[src/rtl/bpcd_pkg.sv]
// Shared types and constants for the brush pressure curve dab parameter block.
// Used by every module under rtl/ but bpcd_curve_mem; depends on nothing.
`timescale 1ns / 1ps
package bpcd_pkg;

  localparam int CHANNELS = 4;

  // Request types.
  localparam logic REQ_EVAL = 1'b0;
  localparam logic REQ_LOAD = 1'b1;

  // Channel numbers, also the bit positions in pressure_enables.
  localparam int CH_SIZE     = 0;
  localparam int CH_HARDNESS = 1;
  localparam int CH_OPACITY  = 2;
  localparam int CH_SMUDGE   = 3;

  // Configuration register indexes.
  localparam logic [2:0] CFG_SIZE_RANGE       = 3'd0;
  localparam logic [2:0] CFG_HARDNESS_RANGE   = 3'd1;
  localparam logic [2:0] CFG_OPACITY_RANGE    = 3'd2;
  localparam logic [2:0] CFG_SMUDGE_RANGE     = 3'd3;
  localparam logic [2:0] CFG_SPACING_FACTOR   = 3'd4;
  localparam logic [2:0] CFG_PRESSURE_ENABLES = 3'd5;

  // Register reset values.
  localparam logic [31:0] SIZE_RANGE_RESET   = 32'h0100_0000;
  localparam logic [31:0] UNIT_RANGE_RESET   = 32'hFFFF_0000;
  localparam logic [15:0] SPACING_RESET      = 16'h1000;
  localparam logic [3:0]  ENABLES_RESET      = 4'h0;

  localparam logic [16:0] PRESSURE_ONE = 17'h10000;

  typedef struct packed {
    logic        req_type;
    logic [1:0]  curve_channel;
    logic [7:0]  curve_slot;
    logic [15:0] curve_value;
    logic [16:0] pressure;
  } req_t;

  typedef struct packed {
    logic [15:0] soft_dab_size;
    logic [7:0]  pixel_dab_size;
    logic [7:0]  dab_opacity;
    logic [7:0]  dab_hardness;
    logic [15:0] smudge_amount;
    logic [19:0] spacing_distance;
  } dab_t;

  // Advance strobes for the two per-channel stages.
  typedef struct packed {
    logic s3;
    logic s4;
  } lane_adv_t;

endpackage

[src/rtl/bpcd_lane.sv]
// One channel: interpolation between two curve entries, then scaling into min..max.
// Two register stages; uses bpcd_pkg for the advance strobe struct.
`timescale 1ns / 1ps
module bpcd_lane
  import bpcd_pkg::*;
(
  input  logic        clk,
  input  lane_adv_t   adv,
  input  logic [15:0] entry_a,
  input  logic [15:0] entry_b,
  input  logic [15:0] frac,
  input  logic [31:0] range,
  input  logic        follow,
  output logic [15:0] value
);

  logic signed [16:0] diff;
  logic signed [33:0] prod;
  logic signed [33:0] acc;
  logic [15:0]        curve;

  logic [15:0] lo;
  logic [15:0] hi;
  logic [15:0] span;
  logic [31:0] scaled;
  logic [32:0] scaled_rnd;
  logic [15:0] value_next;

  // a*(1-k) + b*k is a + (b-a)*k; the sum is rounded to nearest before bits 31:16 are taken.
  always_comb begin
    diff = $signed({1'b0, entry_b}) - $signed({1'b0, entry_a});
    prod = diff * $signed({1'b0, frac});
    acc  = $signed({2'b00, entry_a, 16'h0000}) + prod + 34'sd32768;
  end

  always_ff @(posedge clk) begin
    if (adv.s3) begin
      curve <= acc[31:16];
    end
  end

  always_comb begin
    lo         = range[15:0];
    hi         = range[31:16];
    span       = hi - lo;
    scaled     = span * curve;
    scaled_rnd = {1'b0, scaled} + 33'd32768;
    if (!follow || lo >= hi) begin
      value_next = hi;
    end else begin
      value_next = lo + scaled_rnd[31:16];
    end
  end

  always_ff @(posedge clk) begin
    if (adv.s4) begin
      value <= value_next;
    end
  end

endmodule

[config.mk]
export PLATFORM = sky130hd
export DESIGN_NAME = bpcd_lane
export DESIGN_NICKNAME = d
export VERILOG_FILES = /design/src/rtl/bpcd_pkg.sv /design/src/rtl/bpcd_lane.sv
export SDC_FILE = /design/constraint.sdc
export NUM_CORES = 2
export LEC_CHECK = 0
export ABC_AREA = 1
export BUFFER_PORTS_ARGS = -buffer_cell sky130_fd_sc_hd__buf_2
export CAP_MARGIN = 0
export CORE_MARGIN = 2
export CORE_UTILIZATION = 50
export CTS_CLUSTER_DIAMETER = 150
export DETAILED_ROUTE_END_ITERATION = 12
export GPL_TIMING_DRIVEN = 0
export PLACE_DENSITY = 0.64
export SLEW_MARGIN = 20
export SYNTH_ARGS = -nofsm -noshare
export SYNTH_HDL_FRONTEND = slang
export SYNTH_SLANG_ARGS = --single-unit
export TNS_END_PERCENT = 5
[constraint.sdc]
create_clock -name clk -period 13.13 [get_ports clk]
set_input_delay 0.6565 -clock clk [delete_from_list [all_inputs] [get_ports clk]]
set_output_delay 0.6565 -clock clk [all_outputs]
set_load 0.05 [all_outputs]
==> run summary <==
outcome: finished, final reports clean
worst hold slack: 0.6624 ns
placed insts: 3,701
top-area cell type share of the netlist area: 41.52%
final net count: 3,927
hold path startpoint: range[20]
Top FF cell, synth: edfxtp_1
CTS Buffer Depth: 2
fill count: 4,528
fin crit period: 9.638 ns
most frequent CP cell: inv_1
CTS hold repair buffers: 0
post-synth cell types: 52
CTS Buf Count: 5
RSZ-0062 raised after global routing: false
grt ovf: 0
Post-Syn Instances: 3,001
Required @ worst endpoint: 13.19 ns
R2R cell count: 34
Synth warnings: 0
drt pass-1 iters: 5
first-pass GRT wire length: 108.8 mm
#FFs+latches synth: 32
IO Count: 100
Post-DP HPWL: 60.85 mm
Worst path slowest cell: a21boi_0
FF-to-FF Start: curve[4]$_DFFE_PP_
Fin. Hold Viols: 0
crit-path max FO: 9
Die W: 220.5 µm
final WL: 68.24 mm
CP Class: in -> reg
number of diodes: 0
Via Count: 19,680
post-CTS setup buffer count: 0
Rows: 79
Slew @ Worst Pin: 1.086 ns
Starting DRT DRC Count: 1,351
arrival time worst endpoint: 9.70 ns
clk_lat worst skew: 0.30 ns
Area Overhead vs Synth: 5.863%
Mapped Nets: 3,827
reg2reg end: value[10]$_DFFE_PP_
Fin Setup TNS: 0 ns
initial cell density of the core: 50.55%
vias in the first global route: 21,024
drt drc: 0
Syn Area/Cell: 7.808 µm²
Die Height: 220.5 µm
CTS Sinks: 32
# setup viols final: 0
ranking of synthesized cells by area: fa_1, ha_1, inv_1
Slew Limit Fails: 0
Final Non-Filler Cells: 3,709
share of layout cells above drive strength 1: 5.674%
post-cts resize count: 0
CP startpoint kind: input port
commonest non-fill, non-tap cell in the layout: inv_1
Root Driver: clkbuf_16
commonest non-fill, non-tap cells in the layout: inv_1, nand2_1, fa_1
Period Utilization, post-route: 73.41%
die area: 48,610 µm²
initial antenna violation count: 0
Routability Congestion: 1.005
Routed Antenna Nets: 0
DR vias/cell: 5.306
CTS tree: done
Synth async-reset ratio: 0%
CTS H-tree depth: 2
Post-synth EDFFs: 32
WL/cell: 18.40 µm
Tot GR Track Use: 29.26%
pin count of the biggest net entering global routing: 17
Post-Syn Area: 23,430 µm²
Max-Cap Viols: 0
Max stage delay on crit path: 0.60 ns
Worst Skew: 0.01150 ns
Worst slew margin: 27.38%
worst reg2reg setup slack: 4.64 ns
Hold Path Class: in -> reg
core box area: 46,360 µm²
Achievable Freq: 103.8 MHz
WHS Path Cells: 3
IO Port Bufs: 93
Synth area leader: fa_1
Hold Path End: value[4]$_DFFE_PP_
post-synthesis sequential area ratio: 4.101%
crit end category: register
clock-pin slew on the worst setup and hold paths: 0.06 ns
metal layers:
layer / up-vias / GRT usage, % / wire [µm]
li1: 9162 / - / -
met1: 9669 / 35.17 / 27200
met2: 700 / 52.92 / 34080
met3: 149 / 3.711 / 4002
met4: 0 / 11.97 / 2965
met5: - / 0 / 0
registers in the layout (all words and copies together) (netlist names):
name	cells
curve	16
value	16
kinds of logic (layout without fill, tap and decap cells):
kind of cell / count (synthesis) / after routing / synth area share (%)
and+or+nand+nor: 1127 / 1127 / 20.03
xor gates and xnor gates: 43 / 43 / 1.719
DFF: 32 / 32 / 4.101
buffers and inverters: 836 / 937 / 13.51
AOI/OAI and AO/OA: 221 / 221 / 5.446
adders and majority gates: 742 / 742 / 55.19
Yosys cell counts (2+ instances only):
| master | number |
|---|---|
| inv_1 | 766 |
| nand2_1 | 510 |
| fa_1 | 486 |
| nor2_1 | 359 |
| ha_1 | 256 |
| nand3_1 | 171 |
| a21oi_1 | 106 |
| o21ai_0 | 54 |
| clkbuf_1 | 42 |
| edfxtp_1 | 32 |
| xor2_1 | 28 |
| nand2_2 | 19 |
| nor3_1 | 17 |
| xnor2_1 | 13 |
| a21o_1 | 11 |
| nand4_1 | 11 |
| o21ai_2 | 11 |
| inv_2 | 10 |
| o21bai_1 | 10 |
| clkinv_1 | 8 |
| nand3b_1 | 8 |
| or2_2 | 8 |
| buf_2 | 7 |
| o21a_1 | 5 |
| a31oi_1 | 4 |
| nor4_1 | 4 |
| or2_1 | 4 |
| a21boi_0 | 3 |
| nor2_2 | 3 |
| o21ai_1 | 3 |
| a211oi_1 | 2 |
| and3_1 | 2 |
| buf_6 | 2 |
| nand3_2 | 2 |
| nand3b_2 | 2 |
| nand4_2 | 2 |
| nor3_2 | 2 |
| o211ai_1 | 2 |
| o21bai_2 | 2 |
| o221ai_1 | 2 |
how the worst max path moves through the flow:
stage / startpoint / endpoint / cells past startpoint / slack, ns
2_1_floorplan: range[16] / value[10]$_DFFE_PP_ / 41 / 4.76
3_3_place_gp: range[0] / value[8]$_DFFE_PP_ / 39 / 3.30
3_5_place_dp: range[0] / value[10]$_DFFE_PP_ / 42 / 3.31
4_1_cts: range[0] / value[10]$_DFFE_PP_ / 41 / 3.59
5_1_grt: range[2] / value[10]$_DFFE_PP_ / 41 / 2.93
6_report: range[5] / value[10]$_DFFE_PP_ / 41 / 3.49
worst max-delay path, delay by kind of cell:
family,cells,cell delay [ns]
adders and majority gates,10,4.41
and+or+nand+nor,16,2.65
xor gates and xnor gates,1,0.23
AOI/OAI and AO/OA,4,1.18
buffers and inverters,10,0.56
final cells by class:
| cell class | instances | area [µm²] | share of cell area (%) |
|---|---|---|---|
| Multi-Input combinational cell | 2133 | 19320 | 77.88 |
| Inverter | 784 | 2943 | 11.86 |
| Sequential cell | 32 | 960.9 | 3.874 |
| Tap cell | 607 | 759.5 | 3.062 |
| Timing Repair Buffer | 93 | 465.4 | 1.876 |
| Buffer | 52 | 222.7 | 0.8978 |
| Clock buffer | 7 | 132.6 | 0.5347 |
| Clock inverter | 1 | 3.754 | 0.01513 |
metrics by stage:
step / util, % / setup WS (ns) / cell area [µm²]
CTS: 53.50 / 3.592 / 24800
finish: 53.51 / 3.492 / 24810
detailed placement: 53.21 / 3.306 / 24670
global route: 53.51 / 2.931 / 24810
global placement: 53.19 / 3.299 / 24660
floorplan: - / 4.762 / 23430
Power is left out: the tool's default activity adds up to more than one toggle a clock period on the data nets, which glitch-free logic cannot reach.
