File: config.mk
export PLATFORM = sky130hd
export DESIGN_NAME = bpcd_format
export DESIGN_NICKNAME = d
export VERILOG_FILES = /design/src/rtl/bpcd_pkg.sv /design/src/rtl/bpcd_format.sv
export SDC_FILE = /design/constraint.sdc
export NUM_CORES = 1
export LEC_CHECK = 0
export BUFFER_PORTS_ARGS = -buffer_cell sky130_fd_sc_hd__buf_2
export CORE_MARGIN = 3
export CORE_UTILIZATION = 40
export CTS_CLUSTER_DIAMETER = 150
export DETAILED_ROUTE_END_ITERATION = 6
export SLEW_MARGIN = 20
export SYNTH_ARGS = -nofsm -noshare
export SYNTH_HDL_FRONTEND = slang
export SYNTH_SLANG_ARGS = --single-unit
File: constraint.sdc
create_clock -name clk -period 9.6 [get_ports clk]
set_clock_uncertainty 0.1 [all_clocks]
set_input_delay 0.96 -clock clk [delete_from_list [all_inputs] [get_ports clk]]
set_output_delay 0.96 -clock clk [all_outputs]
set_load 0.01 [all_outputs]
File: src/rtl/bpcd_pkg.sv
// Shared types and constants for the brush pressure curve dab parameter block.
// Used by every module under rtl/ but bpcd_curve_mem; depends on nothing.
`timescale 1ns / 1ps
package bpcd_pkg;

  localparam int CHANNELS = 4;

  // Request types.
  localparam logic REQ_EVAL = 1'b0;
  localparam logic REQ_LOAD = 1'b1;

  // Channel numbers, also the bit positions in pressure_enables.
  localparam int CH_SIZE     = 0;
  localparam int CH_HARDNESS = 1;
  localparam int CH_OPACITY  = 2;
  localparam int CH_SMUDGE   = 3;

  // Configuration register indexes.
  localparam logic [2:0] CFG_SIZE_RANGE       = 3'd0;
  localparam logic [2:0] CFG_HARDNESS_RANGE   = 3'd1;
  localparam logic [2:0] CFG_OPACITY_RANGE    = 3'd2;
  localparam logic [2:0] CFG_SMUDGE_RANGE     = 3'd3;
  localparam logic [2:0] CFG_SPACING_FACTOR   = 3'd4;
  localparam logic [2:0] CFG_PRESSURE_ENABLES = 3'd5;

  // Register reset values.
  localparam logic [31:0] SIZE_RANGE_RESET   = 32'h0100_0000;
  localparam logic [31:0] UNIT_RANGE_RESET   = 32'hFFFF_0000;
  localparam logic [15:0] SPACING_RESET      = 16'h1000;
  localparam logic [3:0]  ENABLES_RESET      = 4'h0;

  localparam logic [16:0] PRESSURE_ONE = 17'h10000;

  typedef struct packed {
    logic        req_type;
    logic [1:0]  curve_channel;
    logic [7:0]  curve_slot;
    logic [15:0] curve_value;
    logic [16:0] pressure;
  } req_t;

  typedef struct packed {
    logic [15:0] soft_dab_size;
    logic [7:0]  pixel_dab_size;
    logic [7:0]  dab_opacity;
    logic [7:0]  dab_hardness;
    logic [15:0] smudge_amount;
    logic [19:0] spacing_distance;
  } dab_t;

  // Advance strobes for the two per-channel stages.
  typedef struct packed {
    logic s3;
    logic s4;
  } lane_adv_t;

endpackage

File: src/rtl/bpcd_format.sv
// Output stage: rounds and clamps the channel values into the dab fields.
// Uses bpcd_pkg for the dab_t result type.
`timescale 1ns / 1ps
module bpcd_format
  import bpcd_pkg::*;
(
  input  logic        clk,
  input  logic        adv,
  input  logic [15:0] size,
  input  logic [15:0] hardness,
  input  logic [15:0] opacity,
  input  logic [15:0] smudge,
  input  logic [15:0] spacing_factor,
  output dab_t        dab
);

  logic [16:0] px_rnd;
  logic [7:0]  px;
  logic [31:0] spacing_prod;
  logic [32:0] spacing_rnd;
  dab_t        dab_next;

  function automatic logic [7:0] to_byte(input logic [15:0] v);
    logic [24:0] r;
    r = ({1'b0, v, 8'h00} - {9'h000, v}) + 25'd32768;
    to_byte = (r[24:16] > 9'd255) ? 8'd255 : r[23:16];
  endfunction

  always_comb begin
    px_rnd = {1'b0, size} + 17'd128;
    if (px_rnd[16]) begin
      px = 8'd255;
    end else if (px_rnd[15:8] == 8'd0) begin
      px = 8'd1;
    end else begin
      px = px_rnd[15:8];
    end
    spacing_prod = spacing_factor * size;
    spacing_rnd  = {1'b0, spacing_prod} + 33'd2048;

    dab_next.soft_dab_size    = size;
    dab_next.pixel_dab_size   = px;
    dab_next.dab_opacity      = to_byte(opacity);
    dab_next.dab_hardness     = to_byte(hardness);
    dab_next.smudge_amount    = smudge;
    dab_next.spacing_distance = spacing_rnd[31:12];
  end

  always_ff @(posedge clk) begin
    if (adv) begin
      dab <= dab_next;
    end
  end

endmodule
==> metrics.md, run 1 <==
| Metric | Value |
|---|---|
| Clock slew at reported path FFs | `roughly 0.070 ns` |
| Initial Util | `about two fifths` |
| Worst EP arrival | `6.86 ns` |
| Crit Path Max Fanout | `20` |
| Worst path buffer plus inverter count | `6` |
| Drc violations | `0` |
| Largest net degree at the start of global routing | `between 50 and 60` |
| Critical path, cell by cell | `buf_2 > nand2_1 > fa_1 > inv_1 > fa_1 > inv_1 > fa_1 > inv_1 > fa_1 > fa_1 > inv_1 > fa_1 > inv_1 > ha_1 > and3_1 > and3_4 > a22oi_2 > nand3_2 > a32o_1 > a211o_1 > a31o_2 > a21oi_2 > xnor2_1` |
| Syn Area/Cell | `around 9.8 um2` |
| # setup viols final | `0` |
| Final core utilization | `between 40% and 50%` |
| Syn Inst Count | `around 1200` |
| Synth async-reset ratio | `0%` |
| I/O Buffers | `around 160` |
| Final hold vios | `0` |
| Relative slew margins | `a little over half` |
| Placer Congestion | `just over 0.8` |
| Synth Register Bits | `76` |
| Most frequent CP cell | `fa_1` |
| Seq/Total Area, Yosys | `a little under a fifth` |
| Routed wire length per instance | `about 16 um` |
| Reg power frac | `between 15 and 20%` |
| Wirelength, routed | `28600 um` |
| Grt ovf | `0` |
| First-pass GRT wire length | `between 40000 and 50000 um` |
| CTS max path bufs | `2` |
| Synth Net Count | `1670` |
| CP required | `9.61 ns` |
| Sink Count | `76` |
| CTS Buf Count | `9` |
| Clock share of power | `8.6%` |
| Synth cell types | `57` |
| Ys Warns | `0` |
| Total GRT Usage | `a little under a fifth` |
| CP Capture Type | `flop` |
| Status | `completed` |
| Crit path launch type | `input port` |
| Die height | `about 180 um` |
| Reg with most FFs | `dab` |
| Boundary Pins | `about 160` |
| Sw power | `a little under 2 mW` |
| Combinational share of power | `approximately 76%` |
| Setup TNS | `0 ns` |
| Worst hold path type | `in2reg` |
| Post-synth EDFFs | `76` |
| Max-Cap Viols | `0` |
| Post-layout min period | `between 6 and 7 ns` |
| Vias in the first global route | `between 9000 and 10000` |
| Fin. max-slew vios | `0` |
| Switching share of power | `a little under half` |
| Max stage delay on crit path | `0.55 ns` |
| Max FFs per register | `76` |
| Layout Cells excl Fill | `about 1800` |
| Layout cell share with drive strength beyond 1 | `between 10% and 20%` |
| Die area | `32530 um2` |
| Root Driver | `clkbuf_16` |
| Slew @ Worst Pin | `slightly below 0.7 ns` |
| Post-CTS Hold Fix Bufs | `0` |
| Total power per unit cell area | `304.9 nW/um2` |
| Critical setup path kind | `in2reg` |
| Hold WS | `around 0.67 ns` |
| Detailed-placement wirelength estimate | `22660 um` |
| Post-placement cell count | `~1700` |
| Resize count post-CTS | `0` |
| P_int | `2.160 mW` |
| Final-stage net count | `~1800` |
| DR iter-0 viols | `429` |
| Max IR drop VDD | `0.2926 mV` |
| Fillers | `roughly 2900` |
| Top flop regs | `dab x76` |
| Total setup buffers inserted after CTS | `0` |
| Drt first pass iters | `5` |
| Row cnt | `63` |
| H-tree depth | `3` |
| CTS tree | `done` |
| Initial antenna violation count | `3` |
| Tcrit/Tclk final | `a little under three quarters` |
| Static Leak | `~6.9 nW` |
| Prevailing post-synth register cell | `edfxtp_1` |
| Vias post-DR | `about 8700` |
| Synthesized area | `~12000 um2` |
| CP max-delay cell | `fa_1` |
| Die Wd | `~180 um` |
| Routed Antenna Nets | `0` |
| Crit path max-delay family | `adder cells` |
| Fmax | `146.1 MHz` |
| Vias per cell | `4.947` |
| Synth-to-layout area growth | `11.58%` |
| Core Box Area | `between 20000 and 30000 um2` |
| RSZ-0062 raised after global routing | `false` |
## through the flow
stage	setup slack, ns	total power, mW	area (um2)
5_1_grt	2.400	4.714	13570
3_3_place_gp	2.431	3.824	13280
4_1_cts	2.715	4.243	13570
3_5_place_dp	2.341	3.831	13280
2_1_floorplan	2.615	2.978	12160
6_report	2.754	4.137	13570
## path summary, 6_finish.rpt
path      start                end  slack, ns  depth (start not counted)
max     size[7]  dab[19]$_DFFE_PP_       2.75                         23
min   smudge[2]  dab[22]$_DFFE_PP_       0.67                          1
## layout by cell type (no fill, tap or decap), types with 3 or more instances in the layout
cell / instances
nand2b_1: 3
nor2b_1: 8
o31ai_1: 3
xnor2_1: 24
or3_1: 4
a211oi_1: 3
nor3_1: 11
clkbuf_16: 9
edfxtp_1: 76
xor2_1: 8
and2_1: 123
o211ai_1: 3
buf_2: 156
o21ai_0: 15
a21o_1: 6
nand3_1: 15
nand4_1: 4
nor2_1: 27
mux2i_1: 5
fa_1: 194
o21a_1: 9
a21oi_1: 35
nand2_1: 150
ha_1: 158
inv_6: 3
and3_1: 7
inv_1: 264
## layer usage
| layer | GRT usage [%] | vias up | routed length (um) |
|---|---|---|---|
| met3 | 3.694 | 38 | 1605 |
| li1 | - | 4099 | - |
| met4 | 5.127 | 2 | 693 |
| met5 | 0 | - | 13 |
| met1 | 22.85 | 4335 | 11610 |
| met2 | 33.70 | 228 | 14680 |
## cells by family (layout without fill, tap and decap cells)
logic type	Yosys count	in the layout	synth area share (%)
buffers and inverters	307	438	9.537
AO/OA/AOI/OAI	95	95	5.247
multiplexers	7	7	0.6585
adder cells (fa/ha/maj)	352	352	48.19
other	0	2	0
XOR/XNOR	32	32	2.305
AND/OR/NAND/NOR	367	367	15.30
flip-flops	76	76	18.77
## power groups by stage
| stage | Clock (mW) | Combinational [mW] | Sequential [mW] |
|---|---|---|---|
| after global routing | 0.382 | 3.70 | 0.632 |
| after detailed placement | 0 | 3.20 | 0.631 |
| after floorplan | 0 | 2.31 | 0.671 |
| after CTS | 0.368 | 3.25 | 0.625 |
| after global placement | 0 | 3.19 | 0.630 |
| final | 0.354 | 3.16 | 0.623 |
## cell usage after synthesis, drive strengths merged (2+ instances only)
| library cell | instances | area (um2) |
|---|---|---|
| a21o | 7 | 53.80 |
| nand3b | 2 | 15.01 |
| xnor2 | 24 | 210.2 |
| ha | 158 | 1977 |
| clkbuf | 42 | 157.7 |
| a21oi | 37 | 192.7 |
| edfxtp | 76 | 2282 |
| mux2i | 5 | 50.05 |
| a211o | 2 | 17.52 |
| o21a | 10 | 82.57 |
| and3 | 8 | 55.05 |
| nor3 | 11 | 55.05 |
| nor4bb | 2 | 20.02 |
| nand2 | 150 | 563.0 |
| fa | 194 | 3884 |
| inv | 264 | 991.0 |
| nor2 | 27 | 101.4 |
| xor2 | 8 | 70.07 |
| and2 | 123 | 769.5 |
| or2 | 3 | 18.77 |
| and4bb | 2 | 25.02 |
| nand2b | 3 | 18.77 |
| o211ai | 3 | 22.52 |
| or3 | 5 | 32.53 |
| o31ai | 4 | 35.03 |
| nor4 | 2 | 18.77 |
| a211oi | 3 | 22.52 |
| nand4 | 4 | 25.02 |
| nor2b | 8 | 50.05 |
| o21ai | 17 | 96.34 |
| mux2 | 2 | 30.03 |
| a21boi | 2 | 18.77 |
| nand3 | 16 | 85.08 |
## layout make-up
type | instances | area (um2) | share of cell area (%)
antenna | 2 | 5.005 | 0.03688
clock buffer | 9 | 225.2 | 1.660
clock inverter | 7 | 63.81 | 0.4702
inverter | 264 | 991.0 | 7.302
multi-input combinational | 853 | 8720 | 64.25
sequential | 76 | 2282 | 16.82
tap | 390 | 488.0 | 3.596
timing repair buffer | 158 | 795.8 | 5.864
Note: power is estimated with default switching activity, not from simulation.
==> run 2: changes to the inputs <==
--- a/config.mk
+++ b/config.mk
@@ -5,6 +5,7 @@
 export SDC_FILE = /design/constraint.sdc
 export NUM_CORES = 1
 export LEC_CHECK = 0
+export ABC_AREA = 1
 export BUFFER_PORTS_ARGS = -buffer_cell sky130_fd_sc_hd__buf_2
 export CORE_MARGIN = 3
 export CORE_UTILIZATION = 40
==> constraint.sdc (replaced) <==
create_clock -name clk -period 7.2 [get_ports clk]
set_clock_uncertainty 0.1 [all_clocks]
set_input_delay 0.72 -clock clk [delete_from_list [all_inputs] [get_ports clk]]
set_output_delay 0.72 -clock clk [all_outputs]
set_load 0.01 [all_outputs]
==> metrics.md, run 2 <==
| Metric | Value |
|---|---|
| Status | `completed (unchanged)` |
| Crit Path Max Fanout | `19 (was 20)` |
| Critical setup path kind | `in2reg (unchanged)` |
| Crit path launch type | `input port (unchanged)` |
| Placer Congestion | `0.8857 (was 0.8306)` |
| Number of diodes | `0 (was 2)` |
| Synth Register Bits | `76 (unchanged)` |
| Adder-cell share of the synthesized area | `41.31% (was 48.19%)` |
| Vias per cell | `4.795 (was 4.947)` |
| Die height | `194.3 um (was 180.4 um)` |
| Synth cell types | `27 (was 57)` |
| Initial antenna violation count | `0 (was 3)` |
| Post-synth top area cell | `fa_1 (unchanged)` |
| Die Wd | `194.3 um (was 180.4 um)` |
| Max-Cap Viols | `0 (unchanged)` |
| Worst EP arrival | `5.90 ns (was 6.86 ns)` |
| Syn Inst Count | `1909 (was 1236)` |
| Final core utilization | `45.03% (was 45.54%)` |
| Reg power frac | `11.0% (was 15.1%)` |
| Simple-Gate Fraction of Synth Area | `22.37% (was 15.30%)` |
| Root Driver | `clkbuf_16 (unchanged)` |
| Row cnt | `68 (was 63)` |
| Power Total | `7.579 mW (was 4.137 mW)` |
| Synth Area in Compound Gates | `3.528% (was 5.247%)` |
| Boundary Pins | `158 (unchanged)` |
| Initial Util | `40.87% (was 40.82%)` |
| Clock share of power | `6.9% (was 8.6%)` |
| Combinational share of power | `82.1% (was 76.4%)` |
| Switching share of power | `56.49% (was 47.80%)` |
| Final hold vios | `0 (unchanged)` |
| Synth-to-layout area growth | `10.20% (was 11.58%)` |
| Static Leak | `9.294 nW (was 6.898 nW)` |
| CP Capture Type | `flop (unchanged)` |
| Commonest non-fill, non-tap cell in the layout | `nand2_1 (was inv_1)` |
| Routed wire length per instance | `15.09 um (was 16.26 um)` |
| P_int | `3.297 mW (was 2.160 mW)` |
| Vias post-DR | `11878 (was 8702)` |
| Setup TNS | `0 ns (unchanged)` |
| Total power per unit cell area | `484.8 nW/um2 (was 304.9 nW/um2)` |
| Sink Count | `76 (unchanged)` |
| Wirelength, routed | `37390 um (was 28600 um)` |
| Worst hold path type | `in2reg (unchanged)` |
| Detailed-placement wirelength estimate | `31050 um (was 22660 um)` |
| Ys Warns | `0 (unchanged)` |
| Post-layout min period | `just under 6 ns` |
| Final-stage net count | `2451 (was 1796)` |
| Max IR drop VDD | `0.3831 mV (was 0.2926 mV)` |
| Top-count cell post-synth | `nand2_1 (was inv_1)` |
| H-tree depth | `3 (unchanged)` |
| Synth Net Count | `2343 (was 1670)` |
| Fin. max-slew vios | `0 (unchanged)` |
| Reg with most FFs | `dab (unchanged)` |
| Post-synth EDFFs | `76 (unchanged)` |
| Fmax | `approximately 170 MHz` |
| Layout cell share with drive strength beyond 1 | `8.902% (was 14.12%)` |
| Drc violations | `0 (unchanged)` |
| Vias in the first global route | `12168 (was 9656)` |
| DR iter-0 viols | `751 (was 429)` |
| Clock slew at reported path FFs | `0.07 ns (about the same)` |
| Largest family of logic cells by synthesized area | `adder cells (unchanged)` |
| Most frequent cells in the layout | `nand2_1 (554), inv_1 (525), fa_1 (194) (was inv_1 (264), fa_1 (194), ha_1 (158))` |
| Total setup buffers inserted after CTS | `0 (unchanged)` |
| Mux cell area share after synthesis | `0% (was 0.6584%)` |
| Synthesized area | `14190 um2 (was 12160 um2)` |
| I/O Buffers | `157 (unchanged)` |
| Slew @ Worst Pin | `1.077 ns (was 0.6800 ns)` |
| XOR/XNOR Fraction of Synth Area | `1.111% (was 2.305%)` |
| First-pass GRT wire length | `62330 um (was 49160 um)` |
| Core Box Area | `34710 um2 (was 29800 um2)` |
| Seq/Total Area, Yosys | `16.09% (was 18.77%)` |
| Synth top cells by count | `nand2_1 (554), inv_1 (525), fa_1 (194) (was inv_1 (264), fa_1 (194), ha_1 (158))` |
| Share of the synthesized area in the top cell type | `27.38% (was 31.93%)` |
| Prevailing post-synth register cell | `edfxtp_1 (unchanged)` |
| Ranking of synthesized cells by area | `fa_1 (27%), edfxtp_1 (16%), nand2_1 (15%), ha_1 (14%), inv_1 (14%) (was fa_1 (32%), edfxtp_1 (19%), ha_1 (16%), inv_1 (8.1%), and2_1 (6.3%))` |
| Grt ovf | `0 (unchanged)` |
| Hold Path Origin | `smudge[2] (unchanged)` |
| CTS tree | `done (unchanged)` |
| Largest net degree at the start of global routing | `77 (was 55)` |
| CTS max path bufs | `2 (unchanged)` |
| Relative slew margins | `28.22% (was 54.67%)` |
| Total GRT Usage | `20.31% (was 18.70%)` |
| Tcrit/Tclk final | `slightly above 80%` |
| # setup viols final | `0 (unchanged)` |
| Resize count post-CTS | `0 (unchanged)` |
| Post-CTS Hold Fix Bufs | `0 (unchanged)` |
| Synth async-reset ratio | `0% (unchanged)` |
| Sw power | `4.281 mW (was 1.978 mW)` |
| Max FFs per register | `76 (unchanged)` |
| CP required | `7.20 ns (was 9.61 ns)` |
| Die area | `37760 um2 (was 32530 um2)` |
| CP startpoint | `size[7] (unchanged)` |
| Syn Area/Cell | `7.431 um2 (was 9.840 um2)` |
| Drt first pass iters | `5 (unchanged)` |
| Routed Antenna Nets | `0 (unchanged)` |
| CTS Buf Count | `9 (unchanged)` |
| RSZ-0062 raised after global routing | `false (unchanged)` |
| Top flop regs | `dab x76 (unchanged)` |
run 2: layout make-up:
| cell class | count | area, um2 |
|---|---|---|
| fillers | 3557 | 19080 |
| multi-input cells | 1248 | 9692 |
| flip-flops and latches | 76 | 2282 |
| inverters | 525 | 1971 |
| repair buffers | 157 | 788.3 |
| well taps | 455 | 569.3 |
| clock buffers | 9 | 225.2 |
| clock inverters | 7 | 105.1 |
run 2: worst paths after layout:
| kind | endpoint | slack (ns) | cells after the start |
|---|---|---|---|
| worst max-delay path | dab[11]$_DFFE_PP_ | 1.29 | 24 |
| worst min-delay path | dab[22]$_DFFE_PP_ | 0.44 | 1 |
run 2: worst max-delay path, cell delays in order:
cell and delay, ns:
buf_2 0.39, nand2_1 0.15, fa_1 0.55, inv_1 0.05, fa_1 0.50, inv_1 0.06, fa_1 0.54, inv_1 0.05
fa_1 0.47, fa_1 0.50, inv_1 0.05, fa_1 0.47, inv_1 0.04, ha_1 0.34, nand2_1 0.15, inv_1 0.05
a21oi_1 0.21, inv_1 0.06, a21oi_1 0.15, nand2_2 0.12, nand2_1 0.09, nand2_1 0.05, nand2_1 0.05, nand2_1 0.09
run 2: cells by family after synthesis:
family          count (synthesis)
simple gates                  784
buf+inv                       585
fa+ha+maj                     352
compound gates                 94
flops                          76
xor+xnor                       18
run 2: per-layer routing:
| metal | wire length, um | part of all wire (%) | GRT usage (%) |
|---|---|---|---|
| met2 | 17620 | 47 | 34.22 |
| met3 | 1873 | 5.0 | 2.981 |
| met5 | 0 | 0 | 0 |
| met1 | 17360 | 46 | 28.24 |
| met4 | 536 | 1.4 | 3.697 |
run 2: power groups by stage:
stage | clock network (mW) | registers [mW] | logic, mW
global placement | 0 | 0.840 | 6.25
CTS | 0.542 | 0.832 | 6.33
detailed placement | 0 | 0.838 | 6.27
global route | 0.556 | 0.840 | 7.17
finish | 0.527 | 0.830 | 6.22
floorplan | 0 | 0.881 | 4.42
run 2: through the flow:
stage / area (um2) / hold slack [ns] / setup slack (ns) / std cells
after floorplan: 14190 / 0.7189 / 1.287 / 1909
after global placement: 15300 / 0.7972 / 0.9954 / 2461
after detailed placement: 15300 / 0.7981 / 0.9463 / 2461
after CTS: 15630 / 0.4194 / 1.309 / 2477
after global routing: 15630 / 0.4186 / 0.9621 / 2477
final: 15630 / 0.4358 / 1.294 / 2477
